File: config.mk
export PLATFORM = sky130hd
export DESIGN_NAME = glyph_cell_rasterizer
export DESIGN_NICKNAME = d
export VERILOG_FILES = /design/src/gcr_pkg.sv /design/src/glyph_cell_rasterizer.sv /design/src/gcr_front.sv /design/src/gcr_queue.sv /design/src/gcr_back.sv
export SDC_FILE = /design/constraint.sdc
export NUM_CORES = 1
export LEC_CHECK = 0
export BUFFER_PORTS_ARGS = -buffer_cell sky130_fd_sc_hd__buf_2
export CELL_PAD_IN_SITES_DETAIL_PLACEMENT = 0
export CELL_PAD_IN_SITES_GLOBAL_PLACEMENT = 1
export CORE_MARGIN = 1
export CORE_UTILIZATION = 50
export CTS_BUF_LIST = sky130_fd_sc_hd__clkbuf_16
export CTS_CLUSTER_DIAMETER = 120
export DETAILED_ROUTE_END_ITERATION = 16
export GPL_ROUTABILITY_DRIVEN = 1
export MAX_ROUTING_LAYER = met4
export PLACE_DENSITY_LB_ADDON = 0.1
export SLEW_MARGIN = 20
export SYNTH_ARGS = -nofsm -noshare
export SYNTH_HDL_FRONTEND = slang
export SYNTH_SLANG_ARGS = --single-unit
File: constraint.sdc
create_clock -name clk -period 6.55 [get_ports clk]
set_input_delay 1.31 -clock clk [delete_from_list [all_inputs] [get_ports clk]]
set_output_delay 1.31 -clock clk [all_outputs]
set_load 0.02 [all_outputs]
File: src/gcr_pkg.sv
// Shared types, constants and font ROM for the glyph cell rasterizer.
package gcr_pkg;

  localparam int GLYPH_COLS = 5;
  localparam int GLYPH_ROWS = 8;
  localparam int COORD_W    = 18;
  localparam int WIN_W      = 12;
  localparam int COLOUR_W   = 16;
  localparam int SCALE_W    = 8;
  localparam int CFG_INDEX_W = 3;
  localparam int CFG_DATA_W  = 16;

  localparam logic [7:0] CHAR_SPACE   = 8'd32;
  localparam logic [7:0] CHAR_QMARK   = 8'd63;
  localparam logic [7:0] CHAR_UPPER_Z = 8'd90;
  localparam logic [7:0] CHAR_LOWER_A = 8'd97;
  localparam logic [7:0] CHAR_LOWER_Z = 8'd122;
  localparam logic [7:0] CASE_OFFSET  = 8'd32;

  typedef enum logic [CFG_INDEX_W-1:0] {
    REG_SCREEN_WIDTH  = 3'd0,
    REG_SCREEN_HEIGHT = 3'd1,
    REG_CELL_SCALE    = 3'd2,
    REG_FORE_COLOUR   = 3'd3,
    REG_BACK_COLOUR   = 3'd4
  } cfg_reg_e;

  typedef logic signed [COORD_W-1:0] coord_t;

  // column 0 is the leftmost byte of a literal
  typedef logic [0:GLYPH_COLS-1][GLYPH_ROWS-1:0] glyph_t;

  typedef struct packed {
    logic [WIN_W-1:0]    screen_width;
    logic [WIN_W-1:0]    screen_height;
    logic [SCALE_W-1:0]  cell_scale;
    logic [COLOUR_W-1:0] fore_colour;
    logic [COLOUR_W-1:0] back_colour;
  } cfg_t;

  typedef struct packed {
    glyph_t             glyph;
    logic signed [15:0] origin_x;
    logic signed [15:0] origin_y;
  } item_t;

  typedef struct packed {
    logic [WIN_W-1:0]    win_left;
    logic [WIN_W-1:0]    win_top;
    logic [WIN_W-1:0]    win_right;
    logic [WIN_W-1:0]    win_bottom;
    logic [COLOUR_W-1:0] fill_colour;
    logic                visible;
    logic                last;
  } cell_t;

  // fold lower case, map unsupported codes to '?', return ROM row
  function automatic logic [5:0] char_to_index(logic [7:0] code);
    logic [7:0] c;
    logic [7:0] d;
    c = code;
    if (c >= CHAR_LOWER_A && c <= CHAR_LOWER_Z) begin
      c = c - CASE_OFFSET;
    end
    if (c < CHAR_SPACE || c > CHAR_UPPER_Z) begin
      c = CHAR_QMARK;
    end
    d = c - CHAR_SPACE;
    return d[5:0];
  endfunction

  function automatic glyph_t font_glyph(logic [5:0] idx);
    glyph_t g;
    unique case (idx)
      6'd0:  g = 40'h0000000000;
      6'd1:  g = 40'h00005F0000;
      6'd2:  g = 40'h0007000700;
      6'd3:  g = 40'h147F147F14;
      6'd4:  g = 40'h242A7F2A12;
      6'd5:  g = 40'h2313086462;
      6'd6:  g = 40'h3649552250;
      6'd7:  g = 40'h0005030000;
      6'd8:  g = 40'h001C224100;
      6'd9:  g = 40'h0041221C00;
      6'd10: g = 40'h14083E0814;
      6'd11: g = 40'h08083E0808;
      6'd12: g = 40'h0050300000;
      6'd13: g = 40'h0808080808;
      6'd14: g = 40'h0060600000;
      6'd15: g = 40'h2010080402;
      6'd16: g = 40'h3E5149453E;
      6'd17: g = 40'h00427F4000;
      6'd18: g = 40'h4261514946;
      6'd19: g = 40'h2141454B31;
      6'd20: g = 40'h1814127F10;
      6'd21: g = 40'h2745454539;
      6'd22: g = 40'h3C4A494930;
      6'd23: g = 40'h0171090503;
      6'd24: g = 40'h3649494936;
      6'd25: g = 40'h064949291E;
      6'd26: g = 40'h0036360000;
      6'd27: g = 40'h0056360000;
      6'd28: g = 40'h0814224100;
      6'd29: g = 40'h1414141414;
      6'd30: g = 40'h0041221408;
      6'd31: g = 40'h0201510906;
      6'd32: g = 40'h324979413E;
      6'd33: g = 40'h7E1111117E;
      6'd34: g = 40'h7F49494936;
      6'd35: g = 40'h3E41414122;
      6'd36: g = 40'h7F4141221C;
      6'd37: g = 40'h7F49494941;
      6'd38: g = 40'h7F09090901;
      6'd39: g = 40'h3E4149497A;
      6'd40: g = 40'h7F0808087F;
      6'd41: g = 40'h00417F4100;
      6'd42: g = 40'h2040413F01;
      6'd43: g = 40'h7F08142241;
      6'd44: g = 40'h7F40404040;
      6'd45: g = 40'h7F020C027F;
      6'd46: g = 40'h7F0408107F;
      6'd47: g = 40'h3E4141413E;
      6'd48: g = 40'h7F09090906;
      6'd49: g = 40'h3E4151215E;
      6'd50: g = 40'h7F09192946;
      6'd51: g = 40'h4649494931;
      6'd52: g = 40'h01017F0101;
      6'd53: g = 40'h3F4040403F;
      6'd54: g = 40'h1F2040201F;
      6'd55: g = 40'h3F4038403F;
      6'd56: g = 40'h6314081463;
      6'd57: g = 40'h0708700807;
      6'd58: g = 40'h6151494543;
      default: g = '0;
    endcase
    return g;
  endfunction

endpackage

File: src/glyph_cell_rasterizer.sv
// Top level of the glyph cell rasterizer: config registers, front, queue and back.
//
//  channel | direction | handshake              | payload
//  --------+-----------+------------------------+--------------------------------------------
//  in      | input     | in_valid / in_ready    | char_code, origin_x, origin_y
//  out     | output    | out_valid / out_ready  | win_left/top/right/bottom, fill_colour,
//          |           |                        | visible, last
//  cfg     | input     | cfg_write              | cfg_index, cfg_data
//
// Each character yields CELL_COLUMNS * CELL_ROWS beats (48 by default), one per cycle unless out stalls;
// the cell walker in the back stage sets this figure.
// From an empty pipe, a character passes the front register, a queue entry, the walker and the result register.
// Front register and a two-entry queue take following characters while the walker runs,
// and the walker moves to the next character with no gap between beats.
// Reset restores the config defaults and empties all stages; no clearing pass.
// A stall on out holds the result register and freezes the walker; in keeps filling.
module glyph_cell_rasterizer #(
  parameter int CELL_COLUMNS = 6,
  parameter int CELL_ROWS    = 8
) (
  input  logic                                clk,
  input  logic                                rst,
  input  logic                                cfg_write,
  input  logic [gcr_pkg::CFG_INDEX_W-1:0]     cfg_index,
  input  logic [gcr_pkg::CFG_DATA_W-1:0]      cfg_data,
  input  logic                                in_valid,
  output logic                                in_ready,
  input  logic [7:0]                          char_code,
  input  logic signed [15:0]                  origin_x,
  input  logic signed [15:0]                  origin_y,
  output logic                                out_valid,
  input  logic                                out_ready,
  output logic [gcr_pkg::WIN_W-1:0]           win_left,
  output logic [gcr_pkg::WIN_W-1:0]           win_top,
  output logic [gcr_pkg::WIN_W-1:0]           win_right,
  output logic [gcr_pkg::WIN_W-1:0]           win_bottom,
  output logic [gcr_pkg::COLOUR_W-1:0]        fill_colour,
  output logic                                visible,
  output logic                                last
);

  gcr_pkg::cfg_t  cfg;
  logic           front_valid;
  logic           front_ready;
  gcr_pkg::item_t front_item;
  logic           queue_valid;
  logic           queue_ready;
  gcr_pkg::item_t queue_item;
  gcr_pkg::cell_t out_beat;

  always_ff @(posedge clk) begin
    if (rst) begin
      cfg.screen_width  <= 12'd240;
      cfg.screen_height <= 12'd240;
      cfg.cell_scale    <= 8'd1;
      cfg.fore_colour   <= 16'hFFFF;
      cfg.back_colour   <= 16'h0000;
    end else if (cfg_write) begin
      unique case (cfg_index)
        gcr_pkg::REG_SCREEN_WIDTH:  cfg.screen_width  <= cfg_data[gcr_pkg::WIN_W-1:0];
        gcr_pkg::REG_SCREEN_HEIGHT: cfg.screen_height <= cfg_data[gcr_pkg::WIN_W-1:0];
        gcr_pkg::REG_CELL_SCALE:    cfg.cell_scale    <= cfg_data[gcr_pkg::SCALE_W-1:0];
        gcr_pkg::REG_FORE_COLOUR:   cfg.fore_colour   <= cfg_data;
        gcr_pkg::REG_BACK_COLOUR:   cfg.back_colour   <= cfg_data;
        default: ;
      endcase
    end
  end

  gcr_front u_front (
    .clk        (clk),
    .rst        (rst),
    .in_valid   (in_valid),
    .in_ready   (in_ready),
    .char_code  (char_code),
    .origin_x   (origin_x),
    .origin_y   (origin_y),
    .item_valid (front_valid),
    .item_ready (front_ready),
    .item       (front_item)
  );

  gcr_queue u_queue (
    .clk        (clk),
    .rst        (rst),
    .push_valid (front_valid),
    .push_ready (front_ready),
    .push_item  (front_item),
    .pop_valid  (queue_valid),
    .pop_ready  (queue_ready),
    .pop_item   (queue_item)
  );

  gcr_back #(
    .CELL_COLUMNS (CELL_COLUMNS),
    .CELL_ROWS    (CELL_ROWS)
  ) u_back (
    .clk        (clk),
    .rst        (rst),
    .cfg        (cfg),
    .item_valid (queue_valid),
    .item_ready (queue_ready),
    .item       (queue_item),
    .out_valid  (out_valid),
    .out_ready  (out_ready),
    .out_cell   (out_beat)
  );

  assign win_left    = out_beat.win_left;
  assign win_top     = out_beat.win_top;
  assign win_right   = out_beat.win_right;
  assign win_bottom  = out_beat.win_bottom;
  assign fill_colour = out_beat.fill_colour;
  assign visible     = out_beat.visible;
  assign last        = out_beat.last;

endmodule

File: src/gcr_front.sv
// Front stage: accepts a character beat, classifies the code and fetches its glyph.
module gcr_front (
  input  logic                clk,
  input  logic                rst,
  input  logic                in_valid,
  output logic                in_ready,
  input  logic [7:0]          char_code,
  input  logic signed [15:0]  origin_x,
  input  logic signed [15:0]  origin_y,
  output logic                item_valid,
  input  logic                item_ready,
  output gcr_pkg::item_t      item
);

  gcr_pkg::item_t item_next;

  assign in_ready = !item_valid || item_ready;

  always_comb begin
    item_next.glyph    = gcr_pkg::font_glyph(gcr_pkg::char_to_index(char_code));
    item_next.origin_x = origin_x;
    item_next.origin_y = origin_y;
  end

  always_ff @(posedge clk) begin
    if (rst) begin
      item_valid <= 1'b0;
    end else if (in_valid && in_ready) begin
      item_valid <= 1'b1;
    end else if (item_ready) begin
      item_valid <= 1'b0;
    end
  end

  always_ff @(posedge clk) begin
    if (in_valid && in_ready) begin
      item <= item_next;
    end
  end

endmodule

File: src/gcr_queue.sv
// Two-entry queue of classified characters between front and back.
module gcr_queue (
  input  logic           clk,
  input  logic           rst,
  input  logic           push_valid,
  output logic           push_ready,
  input  gcr_pkg::item_t push_item,
  output logic           pop_valid,
  input  logic           pop_ready,
  output gcr_pkg::item_t pop_item
);

  localparam int DEPTH = 2;
  localparam int PTR_W = $clog2(DEPTH);

  gcr_pkg::item_t   entries [DEPTH];
  logic [PTR_W-1:0] wr_ptr;
  logic [PTR_W-1:0] rd_ptr;
  logic [PTR_W:0]   count;
  logic             push;
  logic             pop;

  assign push_ready = count != (PTR_W+1)'(DEPTH);
  assign pop_valid  = count != '0;
  assign push       = push_valid && push_ready;
  assign pop        = pop_valid && pop_ready;
  assign pop_item   = entries[rd_ptr];

  always_ff @(posedge clk) begin
    if (rst) begin
      wr_ptr <= '0;
      rd_ptr <= '0;
      count  <= '0;
    end else begin
      if (push) begin
        wr_ptr <= wr_ptr + 1'b1;
      end
      if (pop) begin
        rd_ptr <= rd_ptr + 1'b1;
      end
      if (push && !pop) begin
        count <= count + 1'b1;
      end else if (pop && !push) begin
        count <= count - 1'b1;
      end
    end
  end

  always_ff @(posedge clk) begin
    if (push) begin
      entries[wr_ptr] <= push_item;
    end
  end

endmodule

File: src/gcr_back.sv
// Back stage: walks the cell grid of one character, clips each cell, holds the result beat.
module gcr_back #(
  parameter int CELL_COLUMNS = 6,
  parameter int CELL_ROWS    = 8
) (
  input  logic           clk,
  input  logic           rst,
  input  gcr_pkg::cfg_t  cfg,
  input  logic           item_valid,
  output logic           item_ready,
  input  gcr_pkg::item_t item,
  output logic           out_valid,
  input  logic           out_ready,
  output gcr_pkg::cell_t out_cell
);

  localparam int COL_W = $clog2(CELL_COLUMNS);
  localparam int ROW_W = $clog2(CELL_ROWS);
  localparam logic [COL_W-1:0] COL_LAST = COL_W'(CELL_COLUMNS - 1);
  localparam logic [ROW_W-1:0] ROW_LAST = ROW_W'(CELL_ROWS - 1);

  logic                     active;
  logic [COL_W-1:0]         col;
  logic [ROW_W-1:0]         row;
  gcr_pkg::coord_t          x;
  gcr_pkg::coord_t          xe;
  gcr_pkg::coord_t          y;
  gcr_pkg::coord_t          ye;
  gcr_pkg::coord_t          col_top;
  gcr_pkg::coord_t          col_top_end;
  gcr_pkg::glyph_t          glyph;

  gcr_pkg::coord_t          scale;
  gcr_pkg::coord_t          lim_x;
  gcr_pkg::coord_t          lim_y;
  gcr_pkg::coord_t          ax;
  gcr_pkg::coord_t          bx;
  gcr_pkg::coord_t          ay;
  gcr_pkg::coord_t          by;
  gcr_pkg::coord_t          bx_m1;
  gcr_pkg::coord_t          by_m1;
  gcr_pkg::coord_t          ox_ext;
  gcr_pkg::coord_t          oy_ext;
  logic [gcr_pkg::GLYPH_ROWS-1:0] col_byte;
  logic                     vis;
  logic                     is_last;
  logic                     adv;
  logic                     load;
  gcr_pkg::cell_t           cell_next;

  assign scale  = gcr_pkg::coord_t'(cfg.cell_scale);
  assign lim_x  = gcr_pkg::coord_t'(cfg.screen_width);
  assign lim_y  = gcr_pkg::coord_t'(cfg.screen_height);
  assign ox_ext = gcr_pkg::coord_t'(item.origin_x);
  assign oy_ext = gcr_pkg::coord_t'(item.origin_y);

  assign is_last    = (col == COL_LAST) && (row == ROW_LAST);
  assign adv        = active && (!out_valid || out_ready);
  assign load       = item_valid && (!active || (adv && is_last));
  assign item_ready = load;

  // columns past the glyph are blank
  always_comb begin
    col_byte = '0;
    for (int i = 0; i < gcr_pkg::GLYPH_COLS; i++) begin
      if (col == COL_W'(i)) begin
        col_byte = glyph[i];
      end
    end
  end

  // xe and ye already hold the far edge, so the clip is compares and one decrement per axis
  always_comb begin
    ax    = x[gcr_pkg::COORD_W-1] ? '0 : x;
    bx    = (xe > lim_x) ? lim_x : xe;
    ay    = y[gcr_pkg::COORD_W-1] ? '0 : y;
    by    = (ye > lim_y) ? lim_y : ye;
    bx_m1 = bx - gcr_pkg::coord_t'(1);
    by_m1 = by - gcr_pkg::coord_t'(1);
    vis   = (ax < bx) && (ay < by);

    cell_next.win_left    = vis ? ax[gcr_pkg::WIN_W-1:0] : '0;
    cell_next.win_top     = vis ? ay[gcr_pkg::WIN_W-1:0] : '0;
    cell_next.win_right   = vis ? bx_m1[gcr_pkg::WIN_W-1:0] : '0;
    cell_next.win_bottom  = vis ? by_m1[gcr_pkg::WIN_W-1:0] : '0;
    cell_next.fill_colour = col_byte[row] ? cfg.fore_colour : cfg.back_colour;
    cell_next.visible     = vis;
    cell_next.last        = is_last;
  end

  always_ff @(posedge clk) begin
    if (rst) begin
      active <= 1'b0;
      col    <= '0;
      row    <= '0;
    end else if (load) begin
      active <= 1'b1;
      col    <= '0;
      row    <= '0;
    end else if (adv) begin
      if (is_last) begin
        active <= 1'b0;
      end else if (row == ROW_LAST) begin
        row <= '0;
        col <= col + 1'b1;
      end else begin
        row <= row + 1'b1;
      end
    end
  end

  always_ff @(posedge clk) begin
    if (load) begin
      glyph       <= item.glyph;
      x           <= ox_ext;
      xe          <= ox_ext + scale;
      y           <= oy_ext;
      ye          <= oy_ext + scale;
      col_top     <= oy_ext;
      col_top_end <= oy_ext + scale;
    end else if (adv) begin
      if (row == ROW_LAST) begin
        x  <= xe;
        xe <= xe + scale;
        y  <= col_top;
        ye <= col_top_end;
      end else begin
        y  <= ye;
        ye <= ye + scale;
      end
    end
  end

  always_ff @(posedge clk) begin
    if (rst) begin
      out_valid <= 1'b0;
    end else if (adv) begin
      out_valid <= 1'b1;
    end else if (out_ready) begin
      out_valid <= 1'b0;
    end
  end

  always_ff @(posedge clk) begin
    if (adv) begin
      out_cell <= cell_next;
    end
  end

`ifndef SYNTHESIS
  a_hidden_zero_window: assert property (@(posedge clk) disable iff (rst)
    out_valid && !out_cell.visible |->
      out_cell.win_left == '0 && out_cell.win_top == '0 &&
      out_cell.win_right == '0 && out_cell.win_bottom == '0)
    else $error("invisible cell with nonzero window");

  a_window_ordered: assert property (@(posedge clk) disable iff (rst)
    out_valid && out_cell.visible |->
      out_cell.win_left <= out_cell.win_right && out_cell.win_top <= out_cell.win_bottom)
    else $error("visible cell with inverted window");

  a_pop_on_boundary: assert property (@(posedge clk) disable iff (rst)
    load && active |-> adv && is_last)
    else $error("new character loaded mid-walk");

  a_last_beat: assert property (@(posedge clk) disable iff (rst)
    adv && is_last |=> out_valid && out_cell.last)
    else $error("final cell not flagged last");
`endif

endmodule

# --- Word level (Yosys, flattened, before mapping) ---
# Memories as Yosys holds them, arrays and structs flattened. A register that Yosys moved wholly into a read port is not among the register bits.
# Index checks and enable logic that the tools add are counted.
totals:
  register_bits: 361
  mem_bits_rw: 144
  rom_bits: 2240
  input_bits: 64
  out_inout_bits: 68
  word_cells: 154
  mem_count: 2
mem_list:
  columns: ["memory", "words", "width", "read_ports", "rd_clocked_by_memory_dff", "write_ports", "line_no", "text"]
  rows:
  - ["(no name shown)", 64, 35, 1, 1, 0, "gcr_pkg.sv:74", "unique case (idx)"]
  - ["u_queue.entries", 2, 72, 1, 1, 1, "gcr_queue.sv:16", "gcr_pkg::item_t entries [DEPTH];"]
classes:
  add_sub_neg: 14
  magnitude_cmp: 9
  eq_ne: 11
  n_mux: 40
  bitwise_logic: 1
  reduce_logical: 39
ops:
  columns: ["cell", "n"]
  rows:
  - ["18-bit two-way mux", 14]
  - ["8-bit two-way mux", 6]
  - ["18-bit by 9-bit adder with 18-bit output", 2]
  - ["18-bit by 13-bit > comparator with 1-bit output", 2]
  - ["18-bit less-than comparator", 2]
  - ["16-bit by 9-bit adder with 17-bit output", 2]
  - ["17-bit two-way mux", 2]
  - ["12-bit by 2-bit subtractor with 12-bit output (second input constant)", 2]
  - ["16-bit two-way mux", 1]
  - ["2-bit AND reduction", 8]
  - ["2-bit nonzero test", 7]
  - ["3-bit by 2-bit == test with 1-bit output (second input constant)", 4]
  - ["3-bit == test (second input constant)", 4]
  - ["1-bit two-way mux", 12]
  - ["1-bit logical AND", 11]
  - ["8-bit by 7-bit greater-or-equal comparator with 1-bit output (second input constant)", 1]
  - ["8-bit by 7-bit > comparator with 1-bit output (second input constant)", 1]
  - ["8-bit by 7-bit <= comparator with 1-bit output (second input constant)", 1]
  - ["8-bit by 6-bit less-than comparator with 1-bit output (second input constant)", 1]
  - ["8-bit by 6-bit subtractor with 8-bit output (second input constant)", 1]
  - ["3-bit by 1-bit adder with 3-bit output (second input constant)", 2]
  - ["3-bit by 1-bit == test with 1-bit output (second input constant)", 2]
  - ["3-bit logical NOT", 2]
  - ["6-bit two-way mux", 1]
  - ["14 further kinds", 23]

# --- Depth between registers and ports, before layout ---
# Gate-level depths: netlist of run 1.
depth:
  word_depth: 10
  depth_mapped: 22
  mapped_depth_nobuf: 18

# --- Cells and area by module ---
# From an unflattened synthesis of run 1, not the netlist that was laid out.
hier_totals:
  cells_unflattened: 2325
  area_unflattened_um2: 26379.0
by_module_without_submodules:
  columns: ["module", "instances", "cells_each", "area_each_um2", "seq_area_each_um2"]
  rows:
  - ["gcr_back", 1, 1253, 13257.7, 6496.2]
  - ["gcr_queue", 1, 248, 5407.7, 4424.2]
  - ["gcr_front", 1, 573, 5119.9, 2031.9]
  - ["glyph_cell_rasterizer", 1, 251, 2593.7, 1281.2]

# --- Least setup slack after synthesis of run 1 ---
# Ideal clock, no wire load.
synth_timing:
  path_kind: "input port to flip-flop"
  from: "in out_ready"
  to: "reg u_back.ye[1], data pin"
  setup_ns: 0.355
  t_arrival_ns: 4.382
  required_ns: 6.195
  setup_slack_ns: 1.813
  path_stages: 7
  n_path_buf: 2
  cell_sequence: "nor2b_1 > o21ai_0 > o21ai_1 > inv_1 > buf_1 > clkbuf_1 > a21oi_1"
synth_via:
  elab_chain_cells: 6
synth_rtl:
  columns: ["item", "line_no", "text"]
  rows:
  - ["from (decl)", "glyph_cell_rasterizer.sv:32", "input logic out_ready,"]
  - ["1-bit logical OR", "gcr_back.sv:58", "assign adv = active && (!out_valid || out_ready);"]
  - ["1-bit logical AND", "gcr_back.sv:58", null]
  - ["1-bit logical AND", "gcr_back.sv:59", "assign load = item_valid && (!active || (adv && is_last));"]
  - ["1-bit logical OR", "gcr_back.sv:59", null]
  - ["1-bit logical AND", "gcr_back.sv:59", null]
  - ["net queue_ready", "glyph_cell_rasterizer.sv:47", "logic queue_ready;"]
  - ["18-bit two-way mux", "gcr_back.sv:113", "if (load) begin"]
  - ["to (signal assigned)", "gcr_back.sv:118", "ye <= oy_ext + scale;"]
  - ["to (signal assigned)", "gcr_back.sv:126", "ye <= col_top_end;"]
  - ["to (signal assigned)", "gcr_back.sv:129", "ye <= ye + scale;"]
  - ["to (decl)", "gcr_back.sv:28", "gcr_pkg::coord_t ye;"]
# The timed path passes the listed nets, and every way through them passes these cells.
# A chain may end at the register's enable or synchronous reset.

# --- Final worst setup path of run 1 ---
layout_timing:
  from: "reg u_back.ye[9]"
  to: "reg u_back.out_cell[33] (netlist name), data pin"
layout_via:
  elab_chain_cells: 4
layout_rtl:
  columns: ["item", "line_no", "text"]
  rows:
  - ["18-bit by 13-bit > comparator with 1-bit output", "gcr_back.sv:77", "by = (ye > lim_y) ? lim_y : ye;"]
  - ["18-bit two-way mux (*)", "gcr_back.sv:77", null]
  - ["18-bit less-than comparator (*)", "gcr_back.sv:80", "vis = (ax < bx) && (ay < by);"]
  - ["1-bit logical AND (*)", "gcr_back.sv:80", null]
  - ["to (signal assigned)", "gcr_back.sv:146", "out_cell <= cell_next;"]
  - ["to (decl)", "gcr_back.sv:14", "output gcr_pkg::cell_t out_cell"]
# Every way passes the cells marked *; elsewhere a longest branch is shown, timed or not.

==> impl_metrics.ini, run 1 <==
[final_layout]
num_antenna_cells = 0
final_common_cell = edfxtp_1
drive_above_1_share = 0.1543
final_cell_mix = edfxtp_1 (407), nand2_1 (306), a21oi_1 (186)
utilization = 0.5718
postLayoutCellArea_sq_um = 28050
area_growth_syn_to_layout_pct = 12.64
nets = 2565

[sta]
maxSlewHeadroom = 0.2607
fin_crit_sh = 0.7731
max_freq_ghz = 0.1975
finalSetupViolations = 0
setup_slack_ns = 1.486
tightest_slew_ns = 1.105
hold_violations = 0
tns_ns = 0
period_minus_slack_ns = 5.064
rsz0062_at_grt = no
skew_ns = 0.04070
slew_violations = 0

[synth]
synthDistinctLibCells = 74
synth_top_cell_area_share = 0.4908
synth-seq-cells = 485
ys_warn_count = 0
synth_top_cells_by_area = edfxtp_1 (49%), dfxtp_1 (6.3%), ha_1 (5.5%), nand2_1 (4.6%), a21oi_1 (3.8%)
synthArstFlopShare = 0
synth_top_area_cell = edfxtp_1
ys_dominant_reg_cell = edfxtp_1
synth_edf_count = 407
ys_seq_area_frac = 0.5535
syn-instance-count = 2292
syn-cell-area_sq_um = 24900
synth_area_per_cell_sq_um = 10.86
synth_nets = 2469

[die]
num_rows = 81
die_h_microns = 225.2
die_w_microns = 225.2
core_sq_um = 49050
die-area_sq_um = 50700
start_util = 0.5077
ios = 132

[placement]
detailed_place.area_sq_um = 26270
routabilityCongestion = 0.9726
portBuffers = 131
dp_hpwl_microns = 49050
dp_slack_ns = 1.366

[status]
status = complete, no violations

[worst_setup_path]
path_cells = buf_4, ha_1, nand4_1, nor4_1, a31oi_1, a21o_1, a21oi_2, nor2_1, a21oi_1, ha_1, a21o_1, a21o_1, a21oi_1, o32a_1, nand4_1, a221o_4, a2111oi_2
end_kind = register
critPathTopFamily = compound AO/OA/AOI/OAI gates
timing.rr.start = u_back.ye[9]$_DFFE_PP_
worst-path-max-fanout = 49
crit_buf_inv = 1
crit_type = reg -> reg
crit_required_ns = 6.94
cp-start-kind = register
startpoint = u_back.ye[9]$_DFFE_PP_
slowest_delay_ns = 0.60
cp_common_cell = a21o_1
cp.arrival_ns = 5.45
slowest_stage = a221o_4

[clock_network]
clk_latency_ns = 0.62
path_clk_slew_ns = 0.06
ctsHoldBuffers = 0
clock_sinks = 485
post_cts_resized = 0
clockBufferDepth = 3
clockRootBuffer = clkbuf_16
cts_tree = done
postCtsSetupBuffers = 0
cts_made_buffers = 51
htree_levels = 2

[pwr]
power.leakage_uw = 0.01031
p_per_area_nw_per_um2 = 425.5
vdd_drop_max_uv = 261.3

[global_routing]
overflow = 0
grt_pass1_vias = 17180
antenna_found_initial = 0
gr-usage-met3 = 0.04068
grt_busiest_layer = met1
grt_pass1_wl_microns = 104500
grt_max_degree = 79
gr-usage-all-layers = 0.2812
grt_util_met1 = 0.4234
met2_usage = 0.3917

[worst_hold_path]
min-delay-start = u_front.item[30]$_DFFE_PP_
min_path_type = reg -> reg

[route]
vias = 18260
routed_wirelength_microns = 69580
wl_per_cell_microns = 22.48
via_per_inst = 5.900
postRouteAntennaNets = 0
firstDrtPassIters = 5
drc = 0
drtIter0Drc = 1543

[run]
max-cap-violations = 0
==> where the power goes <==
| group | internal (uW) | switching [uW] | total [uW] |
|---|---|---|---|
| Combinational | 1480 | 2550 | 4040 |
| Clock | 1750 | 1270 | 3020 |
| Sequential | 4400 | 480 | 4880 |
| Total | 7640 | 4300 | 11900 |
==> stage by stage <==
stage | std cells | hold WS [ns] | total power (uW)
6_report | 3095 | 0.4148 | 11940
5_1_grt | 3095 | 0.4448 | 12580
4_1_cts | 3095 | 0.4262 | 11960
3_5_place_dp | 2999 | 0.4311 | 8914
3_3_place_gp | 2999 | 0.4225 | 8857
2_1_floorplan | 2292 | 0.4215 | 7626
==> flip-flops by register name, summed over array words and instances (netlist names), named ones only <==
register,cells
u_front.item,67
u_queue.rd_ptr,1
u_back.out_valid,1
u_back.out_cell,66
cfg,64
u_queue.entries,134
u_back.xe,18
u_queue.count,2
u_queue.wr_ptr,1
u_back.col_top,16
u_front.item_valid,1
u_back.col_top_end,17
u_back.glyph,35
u_back.ye,18
u_back.y,18
u_back.col,3
u_back.active,1
u_back.x,18
u_back.row,3
==> logic make-up after synthesis <==
kind of cell	Yosys count	synth area share
buffers and inverters	221	0.03442
muxes	121	0.05296
adders and majority gates	114	0.05839
and+or+nand+nor	743	0.1421
DFF	485	0.5535
xor gates and xnor gates	79	0.02779
AOI/OAI and AO/OA	529	0.1308
==> path summary, 6_finish.rpt <==
| kind | endpoint | slack [ns] | cells after the start |
|---|---|---|---|
| worst max-delay path | u_back.out_cell[33]$_SDFFCE_PN0P_ | 1.49 | 17 |
| worst min-delay path | u_queue.entries[1][30]$_DFFE_PP_ | 0.41 | 0 |
| worst max register to register | u_back.out_cell[33]$_SDFFCE_PN0P_ | 1.49 | 17 |
| worst min register to register | u_queue.entries[1][30]$_DFFE_PP_ | 0.41 | 0 |
==> routing by layer <==
metal / up-vias / wire, microns
met5: - / 0
met4: 0 / 1748
met3: 119 / 5351
met2: 759 / 29200
met1: 8802 / 33280
li1: 8580 / -
==> final cells by class <==
cell class              instances  area [sq um]
well taps                     664         830.8
clock buffers                  51          1276
inverters                      83         314.1
flip-flops and latches        485         13780
repair buffers                181          1031
multi-input cells            1586         10320
fillers                      4209         21000
clock inverters                45         495.5
==> cells in the mapped netlist, types with 9 or more instances <==
master and n:
edfxtp_1 407, nand2_1 306, a21oi_1 188, nor2_1 151
o21ai_0 131, clkbuf_1 116, ha_1 109, inv_1 82
dfxtp_1 78, mux2_2 76, xnor2_1 59, nor2b_1 55
nor3_1 46, mux2i_1 44, nand3_1 32, a31oi_1 31
nor3b_1 27, or3_1 24, nand3b_1 22, xor2_1 20
a21o_1 19, a22oi_1 15, a211oi_1 14, nand4_1 14
o31ai_1 14, and3_1 13, o211ai_1 13, nand2b_1 11
buf_1 10, nor3_2 10, a21boi_0 9, buf_2 9
nor4_1 9, o22ai_1 9
No activity file was read; power rests on OpenSTA's default activity.
==> run 2, diff against run 1 <==
--- a/config.mk
+++ b/config.mk
@@ -9,7 +9,7 @@
 export CELL_PAD_IN_SITES_DETAIL_PLACEMENT = 0
 export CELL_PAD_IN_SITES_GLOBAL_PLACEMENT = 1
 export CORE_MARGIN = 1
-export CORE_UTILIZATION = 50
+export CORE_UTILIZATION = 45
 export CTS_BUF_LIST = sky130_fd_sc_hd__clkbuf_16
 export CTS_CLUSTER_DIAMETER = 120
 export DETAILED_ROUTE_END_ITERATION = 16
==> constraint.sdc (replaced) <==
create_clock -name clk -period 4.6 [get_ports clk]
set_input_delay 0.92 -clock clk [delete_from_list [all_inputs] [get_ports clk]]
set_output_delay 0.92 -clock clk [all_outputs]
set_load 0.02 [all_outputs]
==> impl_metrics.ini, run 2 (synthesis results as in run 1) <==
[status]
status = complete, no violations

[die]
core_sq_um = 54240
num_rows = 85
start_util = 0.4591
die_w_microns = 237.2
die-area_sq_um = 56280
die_h_microns = 237.2
ios = 132

[final_layout]
largestRegisters = u_queue.entries (134), u_front.item (67), u_back.out_cell (66)
final_common_cell = edfxtp_1
nets = 2648
drive_above_1_share = 0.1843
final_cell_mix = edfxtp_1 (407), nand2_1 (306), a21oi_1 (186)
area_growth_syn_to_layout_pct = 15.10
utilization = 0.5284
top_register = u_queue.entries
largest_reg_flops = 134
num_antenna_cells = 0
fin_cells = 3208
postLayoutCellArea_sq_um = 28660

[route]
routed_wirelength_microns = 73370
drc = 0
postRouteAntennaNets = 0
drtIter0Drc = 1537
wl_per_cell_microns = 22.87
firstDrtPassIters = 5
vias = 18520
via_per_inst = 5.773

[worst_setup_path]
worst-path-max-fanout = 49
cp.arrival_ns = 4.77
crit_required_ns = 5.00
path_cells = inv_1, ha_1, nand4_1, nor4_2, a31oi_2, a21o_1, a21oi_4, buf_4, buf_4, nor2_1, a21oi_1, ha_1, a21o_1, a21o_1, a21oi_1, o32a_1, nand4_1, a221o_2, buf_12, a2111oi_2
end_kind = register
slowest_stage = dfxtp_1
cp-start-kind = register
slowest_delay_ns = 0.37
crit_type = reg -> reg
crit_buf_inv = 4
cp_common_cell = a21o_1
critPathTopFamily = compound AO/OA/AOI/OAI gates

[global_routing]
overflow = 0
gr-usage-all-layers = 0.2688
grt_max_degree = 60
antenna_found_initial = 1
grt_pass1_wl_microns = 110900
grt_pass1_vias = 17710

[placement]
dp_hpwl_microns = 54030
routabilityCongestion = 0.9527
portBuffers = 131
place_inst = 3107
detailed_place.area_sq_um = 26930

[pwr]
vdd_drop_max_uv = 359.7
total_power_uw = 17290
power.leakage_uw = 0.01069
p_per_area_nw_per_um2 = 603.1

[clock_network]
clk_latency_ns = 0.61
clockRootBuffer = clkbuf_16
cts_made_buffers = 52
clockBufferDepth = 3
cts_tree = done
clock_sinks = 485
ctsHoldBuffers = 0
htree_levels = 2
path_clk_slew_ns = 0.06

[sta]
tns_ns = 0
finalSetupViolations = 0
fin_crit_sh = 0.9503
hold_violations = 0
tightest_slew_ns = 1.055
slew_violations = 0
max_freq_ghz = 0.2288
period_minus_slack_ns = 4.371
maxSlewHeadroom = 0.2970
skew_ns = 0.04313

[run]
max-cap-violations = 0

[worst_hold_path]
min_path_type = reg -> reg
## run 2: changes by cell type in the layout (fill, tap and decap cells not counted), moves of 3 or more
cell       before  now
buf_12          0    4
buf_4          50  128
clkinv_4        2    6
clkinv_1       15   12
bufinv_16       8    4
## run 2: layout make-up
class	instances	area (sq um)
Sequential cell	485	13780
Fill cell	4816	25580
Tap cell	696	870.8
Clock buffer	52	1301
Timing Repair Buffer	263	1697
Multi-Input combinational cell	1586	10330
Clock inverter	43	359.1
Inverter	83	314.1
## run 2: repair_timing
item / CTS / global route
gates resized for setup: 0 / 4
buffers inserted: 0 / 6
endpoints found under the setup margin: 0 / 49
## run 2: metrics by stage
step / setup WS [ns] / hold WS [ns]
3_3_place_gp: 0.2202 / 0.4241
5_1_grt: -0.01169 / 0.4537
6_report: 0.2287 / 0.4373
4_1_cts: 0.1583 / 0.4437
3_5_place_dp: 0.1896 / 0.4311
2_1_floorplan: 0.03999 / 0.4215
## run 2: path summary, 6_finish.rpt
path | slack (ns) | cells after the start | end | startpoint
setup / recovery | 0.23 | 20 | u_back.out_cell[34]$_SDFFCE_PN0P_ | cfg[49]$_SDFFE_PP0P_
hold / removal | 0.44 | 0 | u_queue.entries[0][22]$_DFFE_PP_ | u_front.item[22]$_DFFE_PP_
setup reg to reg | 0.23 | 20 | u_back.out_cell[34]$_SDFFCE_PN0P_ | cfg[49]$_SDFFE_PP0P_
hold reg to reg | 0.44 | 0 | u_queue.entries[0][22]$_DFFE_PP_ | u_front.item[22]$_DFFE_PP_
## run 2: power breakdown
part           switching [uW]  leakage, uW  internal [uW]
clock network            1750     0.000828           2300
registers                 559      0.00449           6260
logic                    4000      0.00537           2420
total                    6310       0.0107          11000
## run 2: layer usage
metal / wire (microns) / global-route usage / vias up
li1: - / - / 8761
met1: 36330 / 0.4110 / 8968
met2: 30500 / 0.3728 / 670
met3: 4743 / 0.03391 / 120
met4: 1795 / 0.07175 / 0
met5: 0 / - / -
==> run 3, diff against run 2 <==
--- a/config.mk
+++ b/config.mk
@@ -6,10 +6,10 @@
 export NUM_CORES = 1
 export LEC_CHECK = 0
 export BUFFER_PORTS_ARGS = -buffer_cell sky130_fd_sc_hd__buf_2
-export CELL_PAD_IN_SITES_DETAIL_PLACEMENT = 0
-export CELL_PAD_IN_SITES_GLOBAL_PLACEMENT = 1
+export CELL_PAD_IN_SITES_DETAIL_PLACEMENT = 1
+export CELL_PAD_IN_SITES_GLOBAL_PLACEMENT = 2
 export CORE_MARGIN = 1
-export CORE_UTILIZATION = 45
+export CORE_UTILIZATION = 37
 export CTS_BUF_LIST = sky130_fd_sc_hd__clkbuf_16
 export CTS_CLUSTER_DIAMETER = 120
 export DETAILED_ROUTE_END_ITERATION = 16
==> impl_metrics.ini, run 3 (synthesis results as in run 1) <==
[worst_setup_path]
crit_required_ns = 5.01
worst-path-max-fanout = 49
crit_type = reg -> reg
cp-start-kind = register
rrSetupSlack_ns = 0.21
reg2regPathDepth = 19
end_kind = register
cp.arrival_ns = 4.80

[die]
start_util = 0.3761
num_rows = 94
die_h_microns = 261.4
core_sq_um = 66220
die_w_microns = 261.4
die-area_sq_um = 68340
ios = 132

[global_routing]
overflow = 0
antenna_found_initial = 3
gr-usage-all-layers = 0.2456
grt_pass1_wl_microns = 122100
grt_max_degree = 70
grt_pass1_vias = 19220

[clock_network]
path_clk_slew_ns = 0.07
htree_levels = 2
clk_latency_ns = 0.63
clock_sinks = 485
clockBufferDepth = 3
cts_made_buffers = 54
ctsHoldBuffers = 0
cts_tree = done
clockRootBuffer = clkbuf_16

[sta]
hold_violations = 0
skew_ns = 0.05794
slew_violations = 0
setup_slack_ns = 0.2110
tns_ns = 0
maxSlewHeadroom = 0.2359
fin_crit_sh = 0.9541
max_freq_ghz = 0.2278
tightest_slew_ns = 1.114
period_minus_slack_ns = 4.389
finalSetupViolations = 0

[worst_hold_path]
hold_depth = 0
min_path_type = reg -> reg

[status]
status = complete, no violations

[route]
drc = 0
firstDrtPassIters = 5
wl_per_cell_microns = 24.22
drtIter0Drc = 1218
via_per_inst = 5.519
vias = 18630
postRouteAntennaNets = 0
routed_wirelength_microns = 81770

[pwr]
power.leakage_uw = 0.01072
p_per_area_nw_per_um2 = 606.2
vdd_drop_max_uv = 296.9

[final_layout]
top_register = u_queue.entries
largest_reg_flops = 134
area_growth_syn_to_layout_pct = 16.21
final_cell_mix = edfxtp_1 (407), nand2_1 (306), a21oi_1 (181)
largestRegisters = u_queue.entries (134), u_front.item (67), u_back.out_cell (66)
drive_above_1_share = 0.1861
final_common_cell = edfxtp_1
nets = 2647

[placement]
dp_hpwl_microns = 61030
portBuffers = 131
routabilityCongestion = 0.9075
dp_slack_ns = 0.08211

[run]
max-cap-violations = 0
==> run 3: cell count changes in the layout (fill, tap and decap cells not counted), moves of 2 or more <==
| cell | previous run | this run |
|---|---|---|
| a21oi_2 | 1 | 7 |
| a21oi_1 | 186 | 181 |
| clkinv_1 | 12 | 9 |
| clkbuf_16 | 52 | 54 |
| inv_6 | 2 | 0 |
| clkinv_2 | 4 | 12 |
| clkinv_4 | 6 | 1 |
| buf_4 | 128 | 122 |
| diode_2 | 0 | 2 |
==> run 3: final timing paths <==
path                                                  from                           endpoint
worst max-delay path                  cfg[49]$_SDFFE_PP0P_  u_back.out_cell[33]$_SDFFCE_PN0P_
worst min-delay path            u_front.item[42]$_DFFE_PP_   u_queue.entries[0][42]$_DFFE_PP_
worst max register to register        cfg[49]$_SDFFE_PP0P_  u_back.out_cell[33]$_SDFFCE_PN0P_
worst min register to register  u_front.item[42]$_DFFE_PP_   u_queue.entries[0][42]$_DFFE_PP_
==> run 3: per-stage QoR <==
step / util / std cells / cell area [sq um] / power, uW / hold WS (ns)
6_report: 0.4370 / 3376 / 28940 / 17540 / 0.4149
5_1_grt: 0.4370 / 3376 / 28940 / 18520 / 0.4082
4_1_cts: 0.4354 / 3367 / 28830 / 17620 / 0.3987
2_1_floorplan: - / 2292 / 24900 / 10860 / 0.4215
3_5_place_dp: 0.4096 / 3271 / 27120 / 13370 / 0.4311
3_3_place_gp: 0.4096 / 3271 / 27120 / 13230 / 0.4228
==> run 3: per-layer routing <==
layer	share of wire	track usage	vias up	wire (microns)
met3	0.031	0.02168	119	2529
met4	0.030	0.07623	0	2488
met2	0.47	0.3932	394	38600
li1	-	-	8744	-
met1	0.47	0.3296	9375	38160
met5	0	-	-	0
==> run 3: power by group <==
group          internal [uW]  leakage [uW]  switching, uW  total [uW]
logic                   2440       0.00536           4130        6560
clock network           2370      0.000869           1800        4170
registers               6260       0.00449            546        6810
==> run 3: worst max-delay path, stage by stage, from the launching register on <==
cell and delay [ns]:
dfxtp_1 0.38, inv_1 0.08, ha_1 0.32, nand4_1 0.18, nor4_2 0.21, a31oi_2 0.23, a21o_1 0.28, a21oi_4 0.24
buf_4 0.17, buf_4 0.13, nor2_1 0.04, a21oi_1 0.25, ha_1 0.31, nand4_1 0.10, nor2_1 0.06, and3_1 0.18
and2_1 0.15, a221o_2 0.38, buf_12 0.20, a2111oi_2 0.25
==> run 3: repair_timing <==
| action | in CTS | in global routing |
|---|---|---|
| endpoints found under the hold margin | 0 | 0 |
| endpoints found under the setup margin | 0 | 49 |
| resized for setup | 0 | 11 |
| setup buffers | 0 | 6 |
==> run 3: cell type report <==
cell class,instances,area [sq um]
inverter,83,314.1
antenna,2,5.005
clock inverter,42,356.6
clock buffer,54,1351
multi-input combinational,1587,10360
timing repair buffer,259,1687
sequential,485,13780
tap,864,1081
fill,7200,37280
